[config.mk]
export PLATFORM = sky130hd
export DESIGN_NAME = peak_vote_index_selector_top
export DESIGN_NICKNAME = d
export VERILOG_FILES = /design/src/sv/pvis_pkg.sv /design/src/sv/pvis_front.sv /design/src/sv/pvis_queue.sv /design/src/sv/pvis_back.sv /design/src/sv/peak_vote_index_selector_top.sv
export VERILOG_INCLUDE_DIRS = /design/src /design/src/sv
export SDC_FILE = /design/constraint.sdc
export NUM_CORES = 1
export LEC_CHECK = 0
export BUFFER_PORTS_ARGS = -buffer_cell sky130_fd_sc_hd__buf_2
export CORE_ASPECT_RATIO = 0.6
export CORE_MARGIN = 2
export CORE_UTILIZATION = 35
export CTS_CLUSTER_DIAMETER = 40
export CTS_CLUSTER_SIZE = 25
export DETAILED_ROUTE_END_ITERATION = 10
export SLEW_MARGIN = 25
export SYNTH_ARGS = -nofsm -noshare
export SYNTH_HDL_FRONTEND = slang
export SYNTH_SLANG_ARGS = --single-unit
[constraint.sdc]
create_clock -name clk -period 14.8 [get_ports clk]
set_input_delay 0 -clock clk [delete_from_list [all_inputs] [get_ports clk]]
set_output_delay 0 -clock clk [all_outputs]
set_load 0.01 [all_outputs]
[src/sv/peak_vote_index_selector_top_defines.svh]
// Assertion macros for the top file, which checks its own logic.
`ifndef PEAK_VOTE_INDEX_SELECTOR_TOP_DEFINES_SVH
`define PEAK_VOTE_INDEX_SELECTOR_TOP_DEFINES_SVH

// Same-cycle implication, checked at every rising edge outside reset.
`define PVIS_ASSERT_NOW(lbl, ante, cons, msg) \
  lbl: assert property (@(posedge clk) disable iff (rst) (ante) |-> (cons)) else $error(msg);

// Next-cycle implication, checked at every rising edge outside reset.
`define PVIS_ASSERT_NEXT(lbl, ante, cons, msg) \
  lbl: assert property (@(posedge clk) disable iff (rst) (ante) |=> (cons)) else $error(msg);

`endif

[src/sv/pvis_pkg.sv]
package pvis_pkg;

  // Sequence capacity and field widths.
  localparam int MAX_POINTS = 256;
  localparam int CNT_W      = $clog2(MAX_POINTS + 1);
  localparam int SCORE_W    = 16;
  localparam int SPR_W      = SCORE_W + 1;
  localparam int POS_W      = 9;
  localparam int VOTE_W     = 2;
  localparam int STAT_W     = 2;

  // Depth of the queue between the front and the back.
  localparam int Q_DEPTH    = 2;
  localparam int QP_W       = $clog2(Q_DEPTH);
  localparam int QC_W       = $clog2(Q_DEPTH + 1);

  // Status codes of a result word.
  localparam logic [STAT_W-1:0] STAT_OK    = 2'd0;
  localparam logic [STAT_W-1:0] STAT_SHORT = 2'd1;
  localparam logic [STAT_W-1:0] STAT_OVF   = 2'd2;

  // One position offered to the vote judge.
  typedef struct packed {
    logic [POS_W-1:0]  pos;
    logic [VOTE_W-1:0] votes;
    logic [SPR_W-1:0]  spread;
  } cand_t;

  // One word from the front to the back.
  typedef struct packed {
    logic  a_valid;
    cand_t a;
    logic  last;
    logic  short_seq;
    logic  ovf;
    cand_t b;
    cand_t c;
  } entry_t;

  localparam cand_t BEST_INIT = '{pos: POS_W'(1), votes: '0, spread: '0};

  // A candidate replaces the best one on more votes, or on equal votes and a larger spread.
  function automatic cand_t judge(cand_t best, cand_t cand);
    cand_t result;
    result = best;
    if (cand.votes > best.votes) begin
      result = cand;
    end else if (cand.votes == best.votes && cand.spread > best.spread) begin
      result = cand;
    end
    return result;
  endfunction

endpackage

[src/sv/pvis_front.sv]
module pvis_front
  import pvis_pkg::*;
(
  input  logic                 clk,
  input  logic                 rst,
  input  logic                 in_valid,
  input  logic [SCORE_W-1:0]   score,
  input  logic                 is_last,
  output logic                 q_push,
  output entry_t               q_data
);

  logic [SCORE_W-1:0] rs [3];
  logic [VOTE_W-1:0]  pv [3];
  logic [SPR_W-1:0]   ps [2];
  logic [CNT_W-1:0]   count;
  logic               overflow_seen;

  logic [SCORE_W-1:0] rs_next [3];
  logic [VOTE_W-1:0]  pv_next [3];
  logic [SPR_W-1:0]   ps_next [2];
  logic [CNT_W-1:0]   count_next;

  logic               take;
  logic               win;
  logic [CNT_W-1:0]   n;
  logic [SCORE_W-1:0] dab, dbc, dac;
  logic [SPR_W-1:0]   d1, d2, d3;
  logic [VOTE_W-1:0]  pv_new [3];
  logic [SPR_W-1:0]   first_spread;

  // Window update and vote classification for one word.
  always_comb begin
    take = count < CNT_W'(MAX_POINTS);
    n    = count + CNT_W'(1);
    win  = n >= CNT_W'(3);

    dab = (rs[2] > rs[1]) ? rs[2] - rs[1] : rs[1] - rs[2];
    dbc = (rs[2] > score) ? rs[2] - score : score - rs[2];
    dac = (rs[1] > score) ? rs[1] - score : score - rs[1];
    d1  = {1'b0, dab} + {1'b0, dac};
    d2  = {1'b0, dab} + {1'b0, dbc};
    d3  = {1'b0, dbc} + {1'b0, dac};

    // Window members are rs[1], rs[2] and the new score.
    pv_new[0] = pv[1];
    pv_new[1] = pv[2];
    pv_new[2] = '0;
    if (rs[1] > rs[2] && rs[1] > score && d1 > d2 && d1 > d3) begin
      pv_new[0] = pv[1] + VOTE_W'(1);
    end
    if (rs[2] > rs[1] && rs[2] > score && d2 > d1 && d2 > d3) begin
      pv_new[1] = pv[2] + VOTE_W'(1);
    end
    if (score > rs[2] && score > rs[1] && d3 > d1 && d3 > d2) begin
      pv_new[2] = VOTE_W'(1);
    end
    first_spread = (n == CNT_W'(3)) ? d1 : ps[0];

    rs_next    = rs;
    pv_next    = pv;
    ps_next    = ps;
    count_next = count;
    if (take) begin
      rs_next    = '{rs[1], rs[2], score};
      count_next = n;
      if (win) begin
        pv_next = pv_new;
        ps_next = '{d2, d3};
      end else begin
        pv_next = '{pv[1], pv[2], '0};
      end
    end

    // Position n-2 is final once its last window has been seen.
    q_data.a_valid   = take && win;
    q_data.a.pos     = POS_W'(n - CNT_W'(2));
    q_data.a.votes   = pv_new[0];
    q_data.a.spread  = first_spread;
    q_data.last      = is_last;
    q_data.short_seq = count_next < CNT_W'(3);
    q_data.ovf       = overflow_seen || !take;
    q_data.b.pos     = POS_W'(count_next - CNT_W'(1));
    q_data.b.votes   = pv_next[1];
    q_data.b.spread  = ps_next[0];
    q_data.c.pos     = POS_W'(count_next);
    q_data.c.votes   = pv_next[2];
    q_data.c.spread  = ps_next[1];

    q_push = in_valid && (q_data.a_valid || is_last);
  end

  // Sequence state; the last word returns it to the start of a new sequence.
  always_ff @(posedge clk) begin
    if (rst || (in_valid && is_last)) begin
      rs            <= '{default: '0};
      pv            <= '{default: '0};
      ps            <= '{default: '0};
      count         <= '0;
      overflow_seen <= 1'b0;
    end else if (in_valid) begin
      rs    <= rs_next;
      pv    <= pv_next;
      ps    <= ps_next;
      count <= count_next;
      if (!take) begin
        overflow_seen <= 1'b1;
      end
    end
  end

endmodule

[src/sv/pvis_queue.sv]
module pvis_queue
  import pvis_pkg::*;
(
  input  logic   clk,
  input  logic   rst,
  input  logic   push,
  input  entry_t wr_data,
  output logic   full,
  input  logic   pop,
  output entry_t rd_data,
  output logic   empty
);

  entry_t            slots [Q_DEPTH];
  logic [QP_W-1:0]   wr_ptr;
  logic [QP_W-1:0]   rd_ptr;
  logic [QC_W-1:0]   fill;

  assign full    = fill == QC_W'(Q_DEPTH);
  assign empty   = fill == '0;
  assign rd_data = slots[rd_ptr];

  // Entry storage.
  always_ff @(posedge clk) begin
    if (push) begin
      slots[wr_ptr] <= wr_data;
    end
  end

  // Pointers and fill level.
  always_ff @(posedge clk) begin
    if (rst) begin
      wr_ptr <= '0;
      rd_ptr <= '0;
      fill   <= '0;
    end else begin
      if (push) begin
        wr_ptr <= (wr_ptr == QP_W'(Q_DEPTH - 1)) ? '0 : wr_ptr + QP_W'(1);
      end
      if (pop) begin
        rd_ptr <= (rd_ptr == QP_W'(Q_DEPTH - 1)) ? '0 : rd_ptr + QP_W'(1);
      end
      if (push && !pop) begin
        fill <= fill + QC_W'(1);
      end else if (pop && !push) begin
        fill <= fill - QC_W'(1);
      end
    end
  end

endmodule

[src/sv/pvis_back.sv]
module pvis_back
  import pvis_pkg::*;
(
  input  logic                clk,
  input  logic                rst,
  input  entry_t              q_data,
  input  logic                q_empty,
  output logic                q_pop,
  output logic                empty,
  input  logic                pop,
  output logic [POS_W-1:0]    chosen_position,
  output logic [STAT_W-1:0]   status
);

  cand_t best;
  cand_t best_a;
  cand_t best_c;
  logic  out_valid;

  // Judge the finished position, then the two tail positions on the last word.
  always_comb begin
    best_a = q_data.a_valid ? judge(best, q_data.a) : best;
    best_c = judge(judge(best_a, q_data.b), q_data.c);
    q_pop  = !q_empty && (!q_data.last || !out_valid || pop);
  end

  assign empty = !out_valid;

  // Running best position.
  always_ff @(posedge clk) begin
    if (rst) begin
      best <= BEST_INIT;
    end else if (q_pop) begin
      best <= q_data.last ? BEST_INIT : best_a;
    end
  end

  // Result register.
  always_ff @(posedge clk) begin
    if (rst) begin
      out_valid <= 1'b0;
    end else begin
      out_valid <= (out_valid && !pop) || (q_pop && q_data.last);
    end
  end

  always_ff @(posedge clk) begin
    if (q_pop && q_data.last) begin
      if (q_data.short_seq) begin
        chosen_position <= POS_W'(1);
        status          <= STAT_SHORT;
      end else begin
        chosen_position <= best_c.pos;
        status          <= q_data.ovf ? STAT_OVF : STAT_OK;
      end
    end
  end

endmodule

[src/sv/peak_vote_index_selector_top.sv]
// Channel   Handshake            Word
// input     push / full          score[15:0], is_last
// result    pop / empty          chosen_position[8:0], status[1:0]
//
// One score is taken every cycle while full is low; the front updates the three-score
// window in the cycle it accepts a word and writes at most one word into a two-entry queue.
// The back judges one queued word per cycle unless stalled and holds one result in its
// output register; a result reaches it via the queue after its last score is accepted.
// Reset is synchronous and empties the queue, the window and the result register.
// Only the final word of a sequence waits on a held result; full rises when the queue fills.
`include "peak_vote_index_selector_top_defines.svh"

module peak_vote_index_selector_top
  import pvis_pkg::*;
(
  input  logic                clk,
  input  logic                rst,
  input  logic                push,
  output logic                full,
  input  logic [SCORE_W-1:0]  score,
  input  logic                is_last,
  output logic                empty,
  input  logic                pop,
  output logic [POS_W-1:0]    chosen_position,
  output logic [STAT_W-1:0]   status
);

  logic   accept;
  logic   q_push;
  logic   q_full;
  logic   q_pop;
  logic   q_empty;
  entry_t q_wr;
  entry_t q_rd;

  assign accept = push && !q_full;
  assign full   = q_full;

  // Front: window, spreads and votes.
  pvis_front u_front (
    .clk      (clk),
    .rst      (rst),
    .in_valid (accept),
    .score    (score),
    .is_last  (is_last),
    .q_push   (q_push),
    .q_data   (q_wr)
  );

  // Queue between front and back.
  pvis_queue u_queue (
    .clk     (clk),
    .rst     (rst),
    .push    (q_push),
    .wr_data (q_wr),
    .full    (q_full),
    .pop     (q_pop),
    .rd_data (q_rd),
    .empty   (q_empty)
  );

  // Back: vote judge and result register.
  pvis_back u_back (
    .clk             (clk),
    .rst             (rst),
    .q_data          (q_rd),
    .q_empty         (q_empty),
    .q_pop           (q_pop),
    .empty           (empty),
    .pop             (pop),
    .chosen_position (chosen_position),
    .status          (status)
  );

  // The back only stalls on a final word while an unread result sits in the output.
  `PVIS_ASSERT_NOW(a_back_stall, !q_empty && !q_pop, q_rd.last && !empty && !pop, "back stalled without cause")
  // A short sequence always reports the first position.
  `PVIS_ASSERT_NOW(a_short_pos, !empty && status == STAT_SHORT, chosen_position == POS_W'(1), "short result position")
  // A result position lies within the capacity.
  `PVIS_ASSERT_NOW(a_pos_range, !empty, chosen_position != '0 && chosen_position <= POS_W'(MAX_POINTS), "position out of range")
  // A final word taken by the back leaves a result in the output register.
  `PVIS_ASSERT_NEXT(a_result_made, q_pop && q_rd.last, !empty, "result lost")

endmodule
# Word-level counts from Yosys, hierarchy flattened
# Memories as Yosys holds them, arrays and structs flattened. A register that Yosys moved wholly into a read port is not among the register bits.
# Cells that the tools add are included.
# word_totals
ramBits	176
input_bits	21
mem_count	1
word_cells	131
ff_bits	124
# classes
n_reduce_logical	39
eq_ne	5
n_addsub	18
bitwise_logic	1
mux	29
order_cmp	21
# mem_list
memory	depth	word_bits	read_ports	rd_ports_with_merged_regs	wr	line_no	text
u_queue.slots	2	88	1	1	1	pvis_queue.sv:14	entry_t slots [Q_DEPTH];
# op_table
op	n
$mux W28	8
$gt A17 B17 Y1	9
$gt A16 B16 Y1	6
$sub A16 B16 Y16	6
$mux W34	2
$add A16 B16 Y17	3
$mux W16	3
$logic_and A1 B1 Y1	21
$mux W17	1
$mux W2	5
$add A9 B1 Y9 const B	1
$eq A9 B2 Y1 const B	1
$ge A9 B2 Y1 const B	1
$lt A9 B2 Y1 const B	1
$lt A9 B9 Y1 const B	1
$mux W9	1
$sub A9 B1 Y9 const B	1
$sub A9 B2 Y9 const B	1
$logic_not A1 Y1	8
$mux W4	2
$mux W1	7
$add A2 B1 Y2 const B	3
$eq A2 B2 Y1	3
$gt A2 B2 Y1	3
other kinds (8)	15

# Longest topological paths before layout
# depth
word_depth	13
ltp_mapped	35
depth_no_buf	31

# By module
# From an unflattened synthesis, not the netlist that was laid out.
# unflattened
cells_unflattened	2261
area_unflattened_um2	21783.4
# modules_own_cells
module	cells_each	area_each_um2	n_inst	seq_area_each_um2
pvis_front	1599	11701.2	1	1601.5
pvis_queue	296	6631.4	1	5385.2
pvis_back	365	3437.0	1	910.9
peak_vote_index_selector_top	1	13.8	1	0.0

# Worst setup path after synthesis
# Ideal clock, no wire load.
# synth_path
path_type	reg-to-reg
start	register with a tool-made name
end	register u_back.chosen_position[1], data pin
t_arrival_ns	6.685
stages_incl_launch_ff	32
period_less_slack_ns	6.817
setup_time_ns	0.132
required_time_ns	14.668
setup_slack_ns	7.983
cell_sequence	dfxtp_1 > buf_2 > buf_1 > mux2_2 > ha_1 > a21o_1 > a21o_1 > a21o_1 > a221oi_1 > a21oi_1 > o21ai_1 > clkbuf_1 > nand2_1 > o21ai_1 > ha_1 > a21o_1 > a21o_1 > a211oi_1 > a221o_1 > clkbuf_1 > clkbuf_1 > mux2_2 > ha_1 > nand4_1 > nor3_1 > o21ai_0 > a21oi_1 > nor2_1 > a211oi_1 > nor2b_1 > buf_1 > a22o_1
# synth_lines
item	line_no	text
to (signal assigned)	pvis_back.sv:53	chosen_position <= best_c.pos;
to (decl)	pvis_back.sv:11	output logic [POS_W-1:0] chosen_position,

==> metrics.md <==
| Metric | Value |
|---|---|
| Cts bufs inserted | 41 |
| PnR worst setup slack | 5570 ps |
| Total GRT Usage | about a fifth |
| CP Capture Type | flop |
| Design area | 24400 µm² |
| CP dominant cell by count | a21oi_1 |
| Die area | ~65000 µm² |
| ANT cells | 0 |
| Synth Area in Compound Gates | between 10% and 20% |
| Arrival time of the worst setup path | ~9700 ps |
| Synth top area cells | edfxtp_1 26%, ha_1 15%, dfxtp_1 10%, mux2_2 5.4%, a21oi_1 4.1% |
| Share of synthesized registers carrying an async set or reset | 0% |
| CTS Buffer Depth | 3 |
| Nets | 2608 |
| Share of the synthesized area in the top cell type | 25.7% |
| DR WL/cell | around 20 µm |
| I/O pin total | 34 |
| Core Box Area | 61300 µm² |
| First DRT Iteration DRCs | around 1600 |
| Slew margin rel. | 31.8% |
| Fillers | 6014 |
| Layout cells sized above 1 | between 10 and 15% |
| Slowest CP cell | dfxtp_4 |
| Post-DR vias/cell | between 5 and 6 |
| Simple-Gate Fraction of Synth Area | 13.0% |
| Number of clock sinks | 301 |
| CTS tree | yes |
| Routability cong. | 1.01 |
| Post-synthesis register bit count | about 300 |
| Vias in the first global route | 16600 |
| Reg clk slew, reported paths | about 80 ps |
| RSZ-0062 raised after global routing | no |
| Crit path largest cell delay | 770 ps |
| WP buf/inv | 3 |
| Setup Buffers After CTS | 0 |
| CP Launch Type | flop |
| Dpl cell area | around 23000 µm² |
| Class of the worst hold path | in2reg |
| Multi-input gate area | approximately 13000 µm² |
| First-pass GRT wire length | around 98000 µm |
| Post-synthesis adder-cell area fraction | ~16% |
| Syn Inst Count | between 2000 and 2500 |
| Final hold violation count | 0 |
| Die W | 327 µm |
| Required @ worst endpoint | approximately 15000 ps |
| # setup viols final | 0 |
| Skew-Pair Late Insertion Delay | around 610 ps |
| Storage cell area | 7900 µm² |
| Outcome | finished, final reports clean |
| DRC | 0 |
| Syn-to-layout area delta | 11.9% |
| Worst Tran Pin Value | 1010 ps |
| Cell Area, Synth | 21900 µm² |
| Worst Skew | 31.0 ps |
| Final ANT Viol Nets | 0 |
| Initial Util | 35.6% |
| Total gr overflow | 0 |
| Synth Warn # | 0 |
| H-tree levels | 2 |
| Drt first pass iters | 5 |
| Vias after detailed routing | 17400 |
| Detailed placement HPWL | 48800 µm |
| Die Y | 198 µm |
| Synth top cells by count | 257 x ha_1, 212 x nand2_1, 187 x edfxtp_1 |
| F_max | 108 MHz |
| Post-Route WL | 63300 µm |
| Tcrit/Tclk final | 62.4% |
| Largest area contributor in the netlist | edfxtp_1 |
| Post-synth EDFFs | 187 |
| Post-synthesis mux area share | about 8.2% |
| Top-count cell post-synth | ha_1 |
| Maxcap violations | 0 |
| Seq/Total Area, Yosys | approximately 36% |
| Top delay family on crit path | simple AND/OR/NAND/NOR gates |
| Root Driver | clkbuf_16 |
| # port buffers | 33 |
| Number of cell rows | 70 |
| Post-Synth XOR/XNOR Area | 4.69% |
| Synth Flop Type | edfxtp_1 |
| Largest net degree at the start of global routing | 72 |
| Syn avg cell area | 9.46 µm² |
| Post-synth net total | 2598 |
| Final TNS setup | 0 ps |
| Max Slew Vio Count | 0 |
| Crit-path max FO | 49 |
| Setup Crit Path Kind | reg2reg |
| Synth cell types | 87 |
| Initial antenna violation count | 3 |
| Post-Place Worst Slack | 5720 ps |
| Largest family of logic cells by synthesized area | compound AO/OA/AOI/OAI gates |
| Fin crit period | roughly 9000 ps |
==> placed cells by master, fill, tap and decap left out, types with 18 or more instances in the layout <==
cell type	instances
nor2_1	168
dfxtp_1	113
edfxtp_1	187
xnor2_1	83
clkbuf_16	42
nand2_1	210
o21ai_0	103
a21oi_1	181
mux2_2	104
nand4_1	36
a32oi_1	18
nand2b_1	22
nor2b_1	32
ha_1	257
buf_2	33
inv_1	158
xor2_1	34
a21o_1	77
nor3_1	37
dlygate4sd3_1	21
o21ai_1	32
o21bai_1	18
mux2i_1	62
buf_4	18
a211oi_1	31
nand3_1	27
==> final cells by class <==
class | instances | share of cell area (%)
multi-input combinational | 1742 | 52.6
sequential | 301 | 32.3
clock buffer | 42 | 4.30
tap | 828 | 4.24
inverter | 162 | 2.49
timing repair buffer | 73 | 2.20
clock inverter | 34 | 1.81
==> timing repair <==
action | CTS | global route
hold buffers | 21 | 0
gates resized for setup | 0 | 0
endpoints found under the hold margin | 65 | 0
setup endpoints to repair | 0 | 0
==> state kept, by name, indices dropped and copies added (netlist names), named ones only <==
signal	count
u_back.out_valid	1
u_queue.rd_ptr	1
u_front.rs	32
u_back.status	2
u_back.chosen_position	9
u_back.best	28
u_front.ps	34
u_front.overflow_seen	1
u_queue.wr_ptr	1
u_queue.slots	176
u_front.pv	4
u_queue.fill	2
u_front.count	9
==> stage by stage <==
| stage | hold slack (ps) | std cells | utilization, % |
|---|---|---|---|
| 2_1_floorplan | 98.9 | 2311 | - |
| 4_1_cts | 135 | 3182 | 39.9 |
| 6_report | 165 | 3182 | 39.9 |
| 3_5_place_dp | 256 | 3085 | 37.1 |
| 5_1_grt | 150 | 3182 | 39.9 |
| 3_3_place_gp | 254 | 3084 | 37.1 |
==> path summary, 6_finish.rpt <==
| kind | startpoint | to | slack (ps) | cells after the start |
|---|---|---|---|---|
| max | flop | u_back.chosen_position[6]$_SDFFCE_PP0P_ | 5570 | 28 |
| min | is_last | u_queue.slots[0][58]$_DFFE_PP_ | 160 | 2 |
| max reg2reg | flop | u_back.chosen_position[6]$_SDFFCE_PP0P_ | 5570 | 28 |
| min reg2reg | u_front.ps[0]$_SDFFE_PP0P_ | u_front.ps[0]$_SDFFE_PP0P_ | 460 | 2 |
==> cells by family (layout without fill, tap and decap cells) <==
family                   Yosys count  count (layout)
AO/OA/AOI/OAI                    589             589
XOR/XNOR                         117             117
multiplexers                     166             166
flip-flops                       301             301
adder cells (fa/ha/maj)          266             266
AND/OR/NAND/NOR                  604             604
buffers and inverters            268             311
==> worst register-to-register path: cells and delay by family, from the launching register on <==
family / cells / cell delay, ps
AND/OR/NAND/NOR: 8 / 2480
buffers and inverters: 3 / 1490
flip-flops: 1 / 770
multiplexers: 2 / 950
AO/OA/AOI/OAI: 12 / 2430
adder cells (fa/ha/maj): 3 / 970
==> layer usage <==
layer | up-vias | global-route usage (%) | share of wire [%]
met3 | 70 | 5.74 | 9.7
met2 | 576 | 25.4 | 37
met4 | 2 | 4.16 | 1.5
li1 | 8393 | - | -
met1 | 8316 | 30.9 | 52
met5 | - | 0 | 0.016
Power is left out: the tool's default activity adds up to more than one toggle a clock period on the data nets, which glitch-free logic cannot reach.
